### config.mk
export PLATFORM = sky130hd
export DESIGN_NAME = servo_slew_pulse_mapper_flat
export DESIGN_NICKNAME = d
export VERILOG_FILES = /design/src/rtl/ssp_pkg.sv /design/src/rtl/ssp_in_if.sv /design/src/rtl/ssp_out_if.sv /design/src/rtl/ssp_regs.sv /design/src/rtl/ssp_ctrl.sv /design/src/rtl/ssp_dp.sv /design/src/rtl/servo_slew_pulse_mapper.sv /design/src/flat_wrapper.sv
export SDC_FILE = /design/constraint.sdc
export NUM_CORES = 2
export LEC_CHECK = 0
export BUFFER_PORTS_ARGS = -buffer_cell sky130_fd_sc_hd__buf_2
export CAP_MARGIN = 20
export CORE_UTILIZATION = 50
export CTS_BUF_LIST = sky130_fd_sc_hd__clkbuf_8 sky130_fd_sc_hd__clkbuf_16
export DETAILED_ROUTE_END_ITERATION = 6
export HOLD_SLACK_MARGIN = 0.12
export PLACE_DENSITY_LB_ADDON = 0.05
export RECOVER_POWER = 100
export SETUP_SLACK_MARGIN = 0.02
export SLEW_MARGIN = 20
export SYNTH_ARGS = -nofsm -noshare
export SYNTH_HDL_FRONTEND = slang
export SYNTH_SLANG_ARGS = --single-unit
### constraint.sdc
create_clock -name clk -period 8.3 [get_ports clk]
set_input_delay 0.83 -clock clk [delete_from_list [all_inputs] [get_ports clk]]
set_output_delay 0.83 -clock clk [all_outputs]
set_load 0.005 [all_outputs]
### src/rtl/ssp_pkg.sv
// Shared types, constants and register map for the servo slew pulse mapper.
package ssp_pkg;

	localparam int POS_W      = 15;
	localparam int MAXP_W     = 14;
	localparam int PULSE_W    = 15;
	localparam int BITS_W     = 5;
	localparam int PERIOD_W   = 16;
	localparam int TOL_W      = 8;
	localparam int SPEED_W    = 16;
	localparam int DUTY_W     = 20;
	localparam int STEP_MUL   = 82;
	localparam int STEP_SHIFT = 12;
	localparam int STEP_W     = 11;
	localparam int SPD_PROD_W = SPEED_W + 7;
	localparam int MAG_W      = 16;
	localparam int P1_W       = 30;
	localparam int P2_W       = 31;
	localparam int NUM_W      = 32;
	localparam int DIV_W      = 51;
	localparam int DIV_STEPS  = DUTY_W + 1;
	localparam int CNT_W      = 5;
	localparam int ADDR_W     = 5;
	localparam int DATA_W     = 32;

	localparam logic [BITS_W-1:0] DUTY_BITS_MAX = BITS_W'(DUTY_W);

	localparam logic signed [POS_W-1:0] RST_MIN_POS   = -15'sd10723;
	localparam logic [MAXP_W-1:0]       RST_MAX_POS   = 14'd10723;
	localparam logic [PULSE_W-1:0]      RST_MIN_PULSE = 15'd351;
	localparam logic [PULSE_W-1:0]      RST_MAX_PULSE = 15'd2640;
	localparam logic [BITS_W-1:0]       RST_DUTY_BITS = 5'd14;
	localparam logic [PERIOD_W-1:0]     RST_PERIOD    = 16'd20000;
	localparam logic [TOL_W-1:0]        RST_TOL       = 8'd20;

	typedef enum logic [2:0] {
		REG_MIN_POS   = 3'd0,
		REG_MAX_POS   = 3'd1,
		REG_MIN_PULSE = 3'd2,
		REG_MAX_PULSE = 3'd3,
		REG_DUTY_BITS = 3'd4,
		REG_PERIOD    = 3'd5,
		REG_TOL       = 3'd6,
		REG_NONE      = 3'd7
	} reg_idx_t;

	typedef struct packed {
		logic signed [POS_W-1:0] min_position;
		logic [MAXP_W-1:0]       max_position;
		logic [PULSE_W-1:0]      min_pulse_us;
		logic [PULSE_W-1:0]      max_pulse_us;
		logic [BITS_W-1:0]       duty_bits;
		logic [PERIOD_W-1:0]     period_us;
		logic [TOL_W-1:0]        tolerance;
	} cfg_t;

	typedef enum logic [2:0] {
		ST_IDLE,
		ST_CALC,
		ST_RANGE,
		ST_SUM,
		ST_DIV,
		ST_WB,
		ST_FIN
	} state_t;

	typedef struct packed {
		logic ld_cmd;
		logic calc;
		logic rng;
		logic sum;
		logic div;
		logic wb;
		logic out_load;
	} ctl_cmd_t;

	typedef struct packed {
		logic near;
		logic ok;
		logic num_pos;
	} dp_sts_t;

endpackage

### src/rtl/ssp_in_if.sv
// Input channel: command or tick beat with valid/ready.
interface ssp_in_if;
	logic               valid;
	logic               ready;
	logic               mode;
	logic signed [14:0] target;
	logic [15:0]        speed;

	modport source (output valid, output mode, output target, output speed, input ready);
	modport sink   (input valid, input mode, input target, input speed, output ready);
endinterface

### src/rtl/ssp_out_if.sv
// Output channel: result beat with valid/ready.
interface ssp_out_if;
	logic               valid;
	logic               ready;
	logic [19:0]        duty;
	logic               in_range;
	logic signed [14:0] position;
	logic               done_res;

	modport source (output valid, output duty, output in_range, output position,
		output done_res, input ready);
	modport sink   (input valid, input duty, input in_range, input position,
		input done_res, output ready);
endinterface

### src/rtl/ssp_regs.sv
// APB configuration register file.
module ssp_regs import ssp_pkg::*; (
	input  logic              clk,
	input  logic              arst_n,
	input  logic              psel,
	input  logic              penable,
	input  logic              pwrite,
	input  logic [ADDR_W-1:0] paddr,
	input  logic [DATA_W-1:0] pwdata,
	output logic [DATA_W-1:0] prdata,
	output logic              pready,
	output cfg_t              cfg
);

	cfg_t     cfg_q;
	reg_idx_t idx;
	logic     wr;

	assign idx    = reg_idx_t'(paddr[4:2]);
	assign wr     = psel && penable && pwrite;
	assign pready = 1'b1;
	assign cfg    = cfg_q;

	always_ff @(posedge clk or negedge arst_n) begin
		if (!arst_n) begin
			cfg_q.min_position <= RST_MIN_POS;
			cfg_q.max_position <= RST_MAX_POS;
			cfg_q.min_pulse_us <= RST_MIN_PULSE;
			cfg_q.max_pulse_us <= RST_MAX_PULSE;
			cfg_q.duty_bits    <= RST_DUTY_BITS;
			cfg_q.period_us    <= RST_PERIOD;
			cfg_q.tolerance    <= RST_TOL;
		end else if (wr) begin
			unique case (idx)
				REG_MIN_POS:   cfg_q.min_position <= $signed(pwdata[POS_W-1:0]);
				REG_MAX_POS:   cfg_q.max_position <= pwdata[MAXP_W-1:0];
				REG_MIN_PULSE: cfg_q.min_pulse_us <= pwdata[PULSE_W-1:0];
				REG_MAX_PULSE: cfg_q.max_pulse_us <= pwdata[PULSE_W-1:0];
				REG_DUTY_BITS: cfg_q.duty_bits    <= pwdata[BITS_W-1:0];
				REG_PERIOD:    cfg_q.period_us    <= pwdata[PERIOD_W-1:0];
				REG_TOL:       cfg_q.tolerance    <= pwdata[TOL_W-1:0];
				default: ;
			endcase
		end
	end

	always_comb begin
		unique case (idx)
			REG_MIN_POS:   prdata = {{(DATA_W-POS_W){cfg_q.min_position[POS_W-1]}},
				cfg_q.min_position};
			REG_MAX_POS:   prdata = {{(DATA_W-MAXP_W){1'b0}}, cfg_q.max_position};
			REG_MIN_PULSE: prdata = {{(DATA_W-PULSE_W){1'b0}}, cfg_q.min_pulse_us};
			REG_MAX_PULSE: prdata = {{(DATA_W-PULSE_W){1'b0}}, cfg_q.max_pulse_us};
			REG_DUTY_BITS: prdata = {{(DATA_W-BITS_W){1'b0}}, cfg_q.duty_bits};
			REG_PERIOD:    prdata = {{(DATA_W-PERIOD_W){1'b0}}, cfg_q.period_us};
			REG_TOL:       prdata = {{(DATA_W-TOL_W){1'b0}}, cfg_q.tolerance};
			default:       prdata = '0;
		endcase
	end

endmodule

### src/rtl/ssp_ctrl.sv
// Sequencer: walks one tick through step, range, map and divide phases.
module ssp_ctrl import ssp_pkg::*; (
	input  logic     clk,
	input  logic     arst_n,
	input  logic     in_valid,
	input  logic     in_mode,
	output logic     in_ready,
	output logic     out_valid,
	input  logic     out_ready,
	input  dp_sts_t  sts,
	output ctl_cmd_t cmd
);

	state_t           state_q, state_nxt;
	logic [CNT_W-1:0] cnt_q;
	logic             out_valid_q;
	logic             div_last;

	assign div_last  = cnt_q == CNT_W'(DIV_STEPS - 1);
	assign out_valid = out_valid_q;

	always_comb begin
		state_nxt = state_q;
		unique case (state_q)
			ST_IDLE:  if (in_valid && in_mode) state_nxt = ST_CALC;
			ST_CALC:  state_nxt = sts.near ? ST_IDLE : ST_RANGE;
			ST_RANGE: state_nxt = sts.ok ? ST_SUM : ST_FIN;
			ST_SUM:   state_nxt = sts.num_pos ? ST_DIV : ST_FIN;
			ST_DIV:   if (div_last) state_nxt = ST_WB;
			ST_WB:    state_nxt = ST_FIN;
			ST_FIN:   if (!out_valid_q || out_ready) state_nxt = ST_IDLE;
			default:  state_nxt = ST_IDLE;
		endcase
	end

	always_comb begin
		cmd      = '0;
		in_ready = 1'b0;
		unique case (state_q)
			ST_IDLE: begin
				in_ready   = 1'b1;
				cmd.ld_cmd = in_valid && !in_mode;
			end
			ST_CALC:  cmd.calc = 1'b1;
			ST_RANGE: cmd.rng  = 1'b1;
			ST_SUM:   cmd.sum  = 1'b1;
			ST_DIV:   cmd.div  = 1'b1;
			ST_WB:    cmd.wb   = 1'b1;
			ST_FIN:   cmd.out_load = !out_valid_q || out_ready;
			default: ;
		endcase
	end

	always_ff @(posedge clk or negedge arst_n) begin
		if (!arst_n) begin
			state_q     <= ST_IDLE;
			cnt_q       <= '0;
			out_valid_q <= 1'b0;
		end else begin
			state_q <= state_nxt;
			cnt_q   <= cmd.div ? cnt_q + 1'b1 : '0;
			priority if (cmd.out_load) begin
				out_valid_q <= 1'b1;
			end else if (out_ready) begin
				out_valid_q <= 1'b0;
			end
		end
	end

endmodule

### src/rtl/ssp_dp.sv
// Datapath: position state, slew step, duty mapping and restoring divider.
module ssp_dp import ssp_pkg::*; (
	input  logic                    clk,
	input  logic                    arst_n,
	input  cfg_t                    cfg,
	input  ctl_cmd_t                cmd,
	input  logic signed [POS_W-1:0] target,
	input  logic [SPEED_W-1:0]      speed,
	output dp_sts_t                 sts,
	output logic [DUTY_W-1:0]       duty,
	output logic                    in_range,
	output logic signed [POS_W-1:0] position,
	output logic                    done_res
);

	// architectural state
	logic signed [POS_W-1:0] goal_q, pos_q;
	logic [STEP_W-1:0]       step_q;
	logic [DUTY_W-1:0]       duty_held_q;

	// working registers
	logic                    ok_q, done_q;
	logic [P1_W-1:0]         p1_q, den_q;
	logic signed [P2_W-1:0]  p2_q;
	logic [DIV_W-1:0]        rem_q, dvs_q;
	logic [DIV_STEPS-1:0]    quo_q;

	// result register
	logic [DUTY_W-1:0]       duty_q;
	logic                    in_range_q, done_res_q;
	logic signed [POS_W-1:0] position_q;

	logic [SPD_PROD_W-1:0]   spd_prod;
	logic signed [MAG_W-1:0] diff;
	logic [MAG_W-1:0]        mag;
	logic                    over;
	logic [MAG_W-1:0]        next_w;
	logic [MAXP_W-1:0]       maxp;
	logic [PERIOD_W-1:0]     per;
	logic [BITS_W-1:0]       bits;
	logic [PULSE_W:0]        lo_hi;
	logic signed [PULSE_W:0] span;
	logic [P1_W-1:0]         p1_w, den_w;
	logic signed [P2_W-1:0]  p2_w;
	logic signed [NUM_W-1:0] num;
	logic                    ok_w, ge;

	assign spd_prod = {{(SPD_PROD_W-SPEED_W){1'b0}}, speed} * SPD_PROD_W'(STEP_MUL);

	// distance to goal; reused after the step as the remaining distance
	assign diff = {goal_q[POS_W-1], goal_q} - {pos_q[POS_W-1], pos_q};
	assign mag  = diff[MAG_W-1] ? MAG_W'(-diff) : MAG_W'(diff);
	assign over = {{(MAG_W-STEP_W){1'b0}}, step_q} >= mag;

	always_comb begin
		priority if (over) begin
			next_w = {goal_q[POS_W-1], goal_q};
		end else if (!diff[MAG_W-1]) begin
			next_w = {pos_q[POS_W-1], pos_q} + {{(MAG_W-STEP_W){1'b0}}, step_q};
		end else begin
			next_w = {pos_q[POS_W-1], pos_q} - {{(MAG_W-STEP_W){1'b0}}, step_q};
		end
	end

	assign maxp = (cfg.max_position == '0) ? MAXP_W'(1) : cfg.max_position;
	assign per  = (cfg.period_us == '0) ? PERIOD_W'(1) : cfg.period_us;
	assign bits = (cfg.duty_bits > DUTY_BITS_MAX) ? DUTY_BITS_MAX : cfg.duty_bits;

	assign ok_w = (pos_q >= cfg.min_position) &&
		($signed({pos_q[POS_W-1], pos_q}) <= $signed({2'b00, maxp}));

	assign lo_hi = {1'b0, cfg.min_pulse_us} + {1'b0, cfg.max_pulse_us};
	assign span  = $signed({1'b0, cfg.max_pulse_us}) - $signed({1'b0, cfg.min_pulse_us});
	assign p1_w  = {{(P1_W-PULSE_W-1){1'b0}}, lo_hi} * {{(P1_W-MAXP_W){1'b0}}, maxp};
	assign den_w = {{(P1_W-MAXP_W){1'b0}}, maxp} * {{(P1_W-PERIOD_W){1'b0}}, per};
	assign p2_w  = $signed({{(P2_W-POS_W){pos_q[POS_W-1]}}, pos_q}) *
		$signed({{(P2_W-PULSE_W-1){span[PULSE_W]}}, span});

	assign num = $signed({2'b00, p1_q}) + $signed({p2_q[P2_W-1], p2_q});
	assign ge  = rem_q >= dvs_q;

	assign sts.near    = mag <= {{(MAG_W-TOL_W){1'b0}}, cfg.tolerance};
	assign sts.ok      = ok_w;
	assign sts.num_pos = !num[NUM_W-1] && (num != '0);

	always_ff @(posedge clk or negedge arst_n) begin
		if (!arst_n) begin
			goal_q      <= '0;
			step_q      <= '0;
			pos_q       <= '0;
			duty_held_q <= '0;
		end else begin
			if (cmd.ld_cmd) begin
				goal_q <= target;
				step_q <= spd_prod[STEP_SHIFT +: STEP_W];
			end
			if (cmd.calc && !sts.near) begin
				pos_q <= next_w[POS_W-1:0];
			end
			if (cmd.sum && !sts.num_pos) begin
				duty_held_q <= '0;
			end
			if (cmd.wb) begin
				duty_held_q <= quo_q[DIV_STEPS-1] ? '1 : quo_q[DUTY_W-1:0];
			end
		end
	end

	always_ff @(posedge clk) begin
		if (cmd.rng) begin
			ok_q   <= ok_w;
			done_q <= sts.near;
			p1_q   <= p1_w;
			p2_q   <= p2_w;
			den_q  <= den_w;
		end
		if (cmd.sum) begin
			rem_q <= {{(DIV_W-NUM_W+1){1'b0}}, num[NUM_W-2:0]} << bits;
			dvs_q <= {den_q, 1'b0, {DUTY_W{1'b0}}};
			quo_q <= '0;
		end
		if (cmd.div) begin
			if (ge) begin
				rem_q <= rem_q - dvs_q;
			end
			dvs_q <= dvs_q >> 1;
			quo_q <= {quo_q[DIV_STEPS-2:0], ge};
		end
		if (cmd.out_load) begin
			duty_q     <= duty_held_q;
			in_range_q <= ok_q;
			position_q <= pos_q;
			done_res_q <= done_q;
		end
	end

	assign duty     = duty_q;
	assign in_range = in_range_q;
	assign position = position_q;
	assign done_res = done_res_q;

endmodule

### src/rtl/servo_slew_pulse_mapper.sv
// Servo slew limiter with PWM duty mapping, top level.
// Command beat: taken while idle, no result. Tick inside tolerance: no result.
// Tick out of limits: result after the range state; in limits with a mapped value at or
// below zero: after sum; else after the 21-step restoring divider (one bit per cycle).
// One beat in flight; the result register lets the next beat enter while a result waits.
// arst_n clears goal, step, position, held duty and all control; config takes reset values.
module servo_slew_pulse_mapper import ssp_pkg::*; (
	input  logic              clk,
	input  logic              arst_n,
	ssp_in_if.sink            cmd,
	ssp_out_if.source         res,
	input  logic              psel,
	input  logic              penable,
	input  logic              pwrite,
	input  logic [ADDR_W-1:0] paddr,
	input  logic [DATA_W-1:0] pwdata,
	output logic [DATA_W-1:0] prdata,
	output logic              pready
);

	cfg_t     cfg;
	ctl_cmd_t ctl;
	dp_sts_t  sts;

	// register file; writes land on the APB access phase
	ssp_regs u_regs (
		.clk     (clk),
		.arst_n  (arst_n),
		.psel    (psel),
		.penable (penable),
		.pwrite  (pwrite),
		.paddr   (paddr),
		.pwdata  (pwdata),
		.prdata  (prdata),
		.pready  (pready),
		.cfg     (cfg)
	);

	// sequencer owns the handshakes and the result-valid flag
	ssp_ctrl u_ctrl (
		.clk       (clk),
		.arst_n    (arst_n),
		.in_valid  (cmd.valid),
		.in_mode   (cmd.mode),
		.in_ready  (cmd.ready),
		.out_valid (res.valid),
		.out_ready (res.ready),
		.sts       (sts),
		.cmd       (ctl)
	);

	// datapath holds servo state and the result payload register
	ssp_dp u_dp (
		.clk      (clk),
		.arst_n   (arst_n),
		.cfg      (cfg),
		.cmd      (ctl),
		.target   (cmd.target),
		.speed    (cmd.speed),
		.sts      (sts),
		.duty     (res.duty),
		.in_range (res.in_range),
		.position (res.position),
		.done_res (res.done_res)
	);

	// an accepted beat never yields a result on the very next edge
	a_no_instant_result: assert property (@(posedge clk) disable iff (!arst_n)
		(cmd.valid && cmd.ready) |=> !$rose(res.valid))
		else $error("result appeared right after input beat");

	// a new result only follows a busy cycle of the sequencer
	a_result_after_work: assert property (@(posedge clk) disable iff (!arst_n)
		$rose(res.valid) |-> $past(!cmd.ready))
		else $error("result rose without work in progress");

	// an in-range result lies inside the configured limits (a zero maximum counts as one)
	a_in_range_limits: assert property (@(posedge clk) disable iff (!arst_n)
		(res.valid && res.in_range) |->
		((res.position >= cfg.min_position) &&
		(($signed({res.position[14], res.position}) <= $signed({2'b00, cfg.max_position}))
		|| ($signed(res.position) <= 15'sd1))))
		else $error("in-range result outside position limits");

endmodule
### src/flat_wrapper.sv
// flat-port wrapper written by rule: the top's interface ports become plain ports
module servo_slew_pulse_mapper_flat import ssp_pkg::*;
  (clk, arst_n, psel, penable, pwrite, paddr, pwdata, prdata, pready, cmd_valid, cmd_mode, cmd_target, cmd_speed, cmd_ready, res_valid, res_duty, res_in_range, res_position, res_done_res, res_ready);
  ssp_in_if cmd_i ();
  ssp_out_if res_i ();
  input  logic clk;
  input  logic arst_n;
  input  logic psel;
  input  logic penable;
  input  logic pwrite;
  input  logic [ADDR_W-1:0] paddr;
  input  logic [DATA_W-1:0] pwdata;
  output logic [DATA_W-1:0] prdata;
  output logic pready;
  input wire logic [$bits(cmd_i.valid)-1:0] cmd_valid;
  input wire logic [$bits(cmd_i.mode)-1:0] cmd_mode;
  input wire logic [$bits(cmd_i.target)-1:0] cmd_target;
  input wire logic [$bits(cmd_i.speed)-1:0] cmd_speed;
  output wire logic [$bits(cmd_i.ready)-1:0] cmd_ready;
  output wire logic [$bits(res_i.valid)-1:0] res_valid;
  output wire logic [$bits(res_i.duty)-1:0] res_duty;
  output wire logic [$bits(res_i.in_range)-1:0] res_in_range;
  output wire logic [$bits(res_i.position)-1:0] res_position;
  output wire logic [$bits(res_i.done_res)-1:0] res_done_res;
  input wire logic [$bits(res_i.ready)-1:0] res_ready;
  assign cmd_i.valid = cmd_valid;
  assign cmd_i.mode = cmd_mode;
  assign cmd_i.target = cmd_target;
  assign cmd_i.speed = cmd_speed;
  assign cmd_ready = cmd_i.ready;
  assign res_valid = res_i.valid;
  assign res_duty = res_i.duty;
  assign res_in_range = res_i.in_range;
  assign res_position = res_i.position;
  assign res_done_res = res_i.done_res;
  assign res_i.ready = res_ready;
  servo_slew_pulse_mapper u_core (.clk(clk), .arst_n(arst_n), .cmd(cmd_i), .res(res_i), .psel(psel), .penable(penable), .pwrite(pwrite), .paddr(paddr), .pwdata(pwdata), .prdata(prdata), .pready(pready));
endmodule
==> Word-level counts from Yosys, hierarchy flattened <==
Index checks and enable logic that the tools add are counted.
W data, S select, Z words.
{ "totals": {"reg_bits": 411, "inputBits": 76, "out_inout_bits": 72, "word_cells": 128} }
{ "op_classes": {"n_addsub": 9, "multipliers": 4, "order_cmp": 6, "n_eq_ne": 16, "n_shift": 1, "n_mux": 35, "n_reduce_logical": 30} }
{ "ops": {"columns": ["cell", "count"], "rows": [
  ["$pmux W32 S7", 1],
  ["$mux W51", 3],
  ["$mux W50", 2],
  ["$mux W20", 3],
  ["$ge A51 B51 Y1", 1],
  ["$shl A31 B5 Y51", 1],
  ["$sub A51 B51 Y51", 1],
  ["$mux W21", 2],
  ["$add A31 B31 Y32", 1],
  ["$mux W16", 2],
  ["$reduce_bool A32 Y1", 1],
  ["$sub A15 B15 Y16", 2],
  ["$mul A15 B16 Y31", 1],
  ["$mul A14 B16 Y30", 1],
  ["$mul A16 B14 Y30", 1],
  ["$mux W15", 2],
  ["$mul A16 B6 Y22 const B", 1],
  ["$pmux W3 S7", 1],
  ["$eq A3 B3 Y1 const B", 6],
  ["$add A15 B15 Y16", 1],
  ["$ge A11 B16 Y1", 1],
  ["$le A16 B8 Y1", 1],
  ["$logic_not A16 Y1", 1],
  ["$neg A16 Y16", 1],
  ["other kinds (23)", 63]
]} }

==> Depth between registers and ports, before layout <==
{ "logic_depth": {"depth_word": 7, "depth_mapped": 37, "depth_no_buf": 37} }

==> By module <==
A second synthesis with hierarchy kept.
{ "unflattened": {"cells_unflattened": 5649, "area_unflattened_um2": 52420.3} }
{ "by_module_without_submodules": {"columns": ["module", "n_inst", "cells_each", "area_per_inst_um2", "seq_area_each_um2"], "rows": [
  ["ssp_dp", 1, 5268, 47539.3, 8603.3],
  ["ssp_regs", 1, 326, 4352.9, 2248.4],
  ["ssp_ctrl", 1, 55, 528.0, 225.2]
]} }

==> Worst setup path before layout <==
No wires, ideal clock.
{ "synth_timing": {"path_kind": "reg-to-reg", "from": "register u_core.u_regs.cfg_q (netlist bit u_core.u_regs.cfg[29])", "to": "register u_core.u_dp.p2_q[29], data pin", "setup_ps": 258, "t_arrival_ps": 8481, "t_required_ps": 8042, "path_slack_ps": -439, "stages_incl_launch_ff": 35, "n_path_buf": 1, "synth_period_minus_slack_ps": 8739, "path_cell_list": "dfrtp_1 > inv_1 > ha_1 > fa_1 > nor2b_1 > o21ai_0 > a21boi_0 > o21ai_0 > a21oi_2 > o21ai_0 > a21boi_0 > o21ai_0 > a221o_1 > xnor2_1 > clkbuf_1 > nand2_1 > fa_1 > fa_1 > inv_1 > fa_1 > fa_1 > fa_1 > inv_1 > fa_1 > inv_1 > ha_1 > and3_1 > a221o_1 > a41o_1 > o21a_1 > a41oi_1 > a21oi_1 > a21o_1 > a21oi_1 > xnor2_1"} }
{ "synth_via": {"elab_chain_len": 2} }
{ "synth_lines": {"columns": ["element", "line_no", "source"], "rows": [
  ["start: declaration", "ssp_regs.sv:15", "cfg_t cfg_q;"],
  ["$sub A15 B15 Y16", "ssp_dp.sv:73", "assign span = $signed({1'b0, cfg.max_pulse_us}) - $signed({1'b0, cfg.min_pulse_us});"],
  ["$mul A15 B16 Y31", "ssp_dp.sv:76", "assign p2_w = $signed({{(P2_W-POS_W){pos_q[POS_W-1]}}, pos_q}) *"],
  ["named net u_core.u_dp.p2_w[29]", "ssp_dp.sv:44", "logic signed [P2_W-1:0] p2_w;"],
  ["end signal: assignment", "ssp_dp.sv:114", "p2_q <= p2_w;"],
  ["end: declaration", "ssp_dp.sv:24", "logic signed [P2_W-1:0] p2_q;"]
]} }
The timed path passes the listed nets, and every way through them passes these cells.
A chain may end at the register's enable or synchronous reset.

==> Worst setup path in the final report <==
{ "layout_timing": {"from": "register u_core.u_regs.cfg_q (netlist bit u_core.u_regs.cfg[45])", "to": "register u_core.u_dp.p1_q[28], data pin"} }
{ "layout_via": {"elab_chain_len": 2} }
{ "layout_lines": {"columns": ["element", "line_no", "source"], "rows": [
  ["$add A15 B15 Y16", "ssp_dp.sv:72", "assign lo_hi = {1'b0, cfg.min_pulse_us} + {1'b0, cfg.max_pulse_us};"],
  ["$mul A16 B14 Y30", "ssp_dp.sv:74", "assign p1_w = {{(P1_W-PULSE_W-1){1'b0}}, lo_hi} * {{(P1_W-MAXP_W){1'b0}}, maxp};"],
  ["named net u_core.u_dp.p1_w[28]", "ssp_dp.sv:43", "logic [P1_W-1:0] p1_w, den_w;"],
  ["end signal: assignment", "ssp_dp.sv:113", "p1_q <= p1_w;"],
  ["end: declaration", "ssp_dp.sv:23", "logic [P1_W-1:0] p1_q, den_q;"]
]} }
The timed path passes the listed nets, and every way through them passes these cells.

==> run summary <==
Mean Syn Cell Area: 9.08 µm²
global-route total usage across every layer: 0.283
H-tree levels: 2
Die Y: 323 µm
clk_lat worst skew: 0.64 ns
ys flop type: edfxtp_1
crit-path leading delay family: adder cells
GR Overflow Total: 0
area delta synth->final: 11.4%
crit path kind: reg -> reg
Post-Route WL: 147 mm
vias in the first global route: 40.1k
Critical-path top delay cell: dfstp_2
total negative setup slack: 0 ns
max-slew violations: 555
Max Clk Rate: 121 MHz
1st-iter DRT viols: 2,899
Initial Util: 0.505
Longest Clk Path Bufs: 3
RSZ-0062 raised after global routing: true
Buf/Inv on CP: 6
Setup Skew: 0.0356 ns
number of synthesized flops with an enable pin: 201
GP Congestion: 0.945
FP Rows: 117
Netlist cell types: 98
Final Setup Violations: 0
Num Clock Sinks: 411
hpwl dp: 117 mm
core area: 102,000 µm²
failing checks: capacitance limit, slew limit
CTS Buf Count: 49
Slew @ Worst Pin: 3.74 ns
Startpoint Class: flop
Die ar.: 104,000 µm²
Post-synth ARST share: 0.384
Max Cap Viol: 11
Ports: 148
wire length of the first global-routing pass: 229 mm
drc violations: 0
final worst-path cycle share: 0.996
worst hold slack: 0.420 ns
initial antenna violation count: 2
Worst Path Arrival: 8.64 ns
synthesis warning total: 0
WL/cell: 20.1 µm
via count: 40.5k
Cells after Synth: 5,669
Final Util: 0.563
remaining antenna violation count after routing: 0
I/O Buffers: 128
First-pass DRT Iterations: 6
syn nets: 6,841
Hold Path Class: reg -> reg
CTS tree: yes
Die Wd: 323 µm
Worst EP required: 8.67 ns
sequential share of the synthesized area: 0.215
clock-pin slew on the worst setup and hold paths: 0.06 ns
#FFs+latches synth: 411
Final Hold Viols: 0
nets@finish: 7,058
# diodes: 0
Netlist Area Pre-Place: 51,500 µm²
crit path max fanout: 3
CP peak stage delay: 0.53 ns
worst rel slew slack: -1.50
Clock Root Buffer: clkbuf_16
share of layout cells above drive strength 1: 0.120
status: finished with violations
Worst Setup End Kind: flop
largest net degree at the start of global routing: 72
Tmin final: 8.27 ns
vias per cell: 5.55
## registers in the layout, summed over array words and instances (netlist names), 5 cells and up
register                 cells
u_core.u_dp.den_q           30
u_core.u_dp.step_q          11
u_core.u_dp.duty            20
u_core.u_dp.position        15
u_core.u_dp.goal_q          15
u_core.u_dp.duty_held_q     20
u_core.u_dp.quo_q           21
u_core.u_regs.cfg           88
u_core.u_dp.rem_q           51
u_core.u_dp.pos_q           15
u_core.u_dp.p2_q            31
u_core.u_dp.p1_q            30
u_core.u_dp.dvs_q           51
u_core.u_ctrl.cnt_q          5
## worst reg2reg max path, delay by kind of cell, from the launching register on
| family | cells | cell delay, ns |
|---|---|---|
| flops | 1 | 0.53 |
| simple gates | 3 | 0.39 |
| buf+inv | 6 | 0.40 |
| fa+ha+maj | 8 | 3.43 |
| xor+xnor | 2 | 0.25 |
| compound gates | 16 | 3.01 |
## cell usage in the layout (no fill, tap or decap), drive strengths merged, types with 23 or more instances in the layout
cell / n
a21oi: 270
o2bb2ai: 23
xor2: 70
mux2i: 58
o211ai: 33
edfxtp: 201
o21bai: 27
clkbuf: 161
mux2: 85
nand4: 24
ha: 515
dfstp: 37
xnor2: 147
o21ai: 250
a211oi: 25
a21o: 99
o21a: 40
inv: 937
dfrtp: 121
nor3: 84
dfxtp: 52
buf: 328
nor2: 302
and2: 231
fa: 581
nor2b: 43
nand2: 676
nand2b: 52
and3: 28
nand3: 79
a31oi: 26
## worst paths after layout
check | from | endpoint | slack (ns) | cells past startpoint
max | u_core.u_regs.cfg[45] | u_core.u_dp.p1_q[28] | 0.03 | 35
min | u_core.u_dp.ok_q | u_core.u_dp.in_range | 0.42 | 0
max reg2reg | u_core.u_regs.cfg[45] | u_core.u_dp.p1_q[28] | 0.03 | 35
min reg2reg | u_core.u_dp.ok_q | u_core.u_dp.in_range | 0.42 | 0
max in group asynchronous | arst_n | u_core.u_dp.step_q[6] | 1.73 | 4
min in group asynchronous | arst_n | u_core.u_dp.duty_held_q[0] | 1.15 | 2
## synth_stat cells (20+ instances only)
library cell / instances / area share
a21oi_1: 268 / 0.026
o21a_1: 40 / 0.0058
o21ai_0: 237 / 0.023
nor2b_1: 43 / 0.0052
o21bai_1: 27 / 0.0039
and2_1: 230 / 0.028
ha_1: 515 / 0.13
a21o_1: 99 / 0.014
fa_1: 581 / 0.23
nand3_1: 78 / 0.0076
dfstp_2: 37 / 0.019
dfrtp_1: 121 / 0.059
a221oi_1: 22 / 0.0037
dfxtp_1: 52 / 0.020
inv_1: 918 / 0.067
xnor2_1: 146 / 0.025
nand2_1: 676 / 0.049
nor3_1: 84 / 0.0082
clkbuf_1: 215 / 0.016
nor2_1: 302 / 0.022
mux2_2: 84 / 0.018
and3_1: 28 / 0.0034
mux2i_1: 58 / 0.011
a211oi_1: 25 / 0.0036
nor4_1: 20 / 0.0024
o2bb2ai_1: 23 / 0.0039
xor2_1: 70 / 0.012
a31oi_1: 26 / 0.0032
buf_4: 21 / 0.0031
nand4_1: 23 / 0.0028
o211ai_1: 32 / 0.0047
nand2b_1: 52 / 0.0063
edfxtp_1: 201 / 0.12
## per-stage QoR
step                setup slack [ns]  instances  instance area (µm²)
floorplan                    -0.0278       5669                51500
global placement              -0.329       7184                55000
detailed placement            -0.423       7184                55000
CTS                           0.0267       7283                56900
global route                  -0.244       7295                57300
finish                        0.0292       7295                57300
## kinds of logic (layout without fill, tap and decap cells)
logic type,after synthesis,after routing,share of synthesized area
other,1,1,0.0000729
AO/OA/AOI/OAI,1014,1014,0.129
adder cells (fa/ha/maj),1096,1096,0.351
buffers and inverters,1175,1433,0.0877
multiplexers,154,154,0.0347
AND/OR/NAND/NOR,1601,1601,0.145
flip-flops,411,411,0.215
XOR/XNOR,217,217,0.0371
## timing repair
action | 4_1_cts | 5_1_grt
endpoints found under the hold margin | 29 | 0
pin swaps | 34 | 117
setup buffers | 6 | 19
hold buffers | 1 | 0
setup endpoints to repair | 19 | 26
resized for setup | 39 | 133
## layout make-up
cell class                      count  area (µm²)
Sequential cell                   411       11100
Fill cell                        9425       44500
Multi-Input combinational cell   4083       36700
Inverter                          918        3450
Timing Repair Buffer              423        2700
Clock inverter                     25         171
Clock buffer                       67        1500
Tap cell                         1368        1710
## routing by layer
layer | vias up | part of all wire | GRT usage
li1 | 19100 | - | -
met1 | 20100 | 0.43 | 0.378
met2 | 1025 | 0.49 | 0.486
met3 | 218 | 0.047 | 0.0315
met4 | 2 | 0.028 | 0.0770
met5 | - | 0.000089 | 0
Power is left out: the tool's default activity adds up to more than one toggle a clock period on the data nets, which glitch-free logic cannot reach.
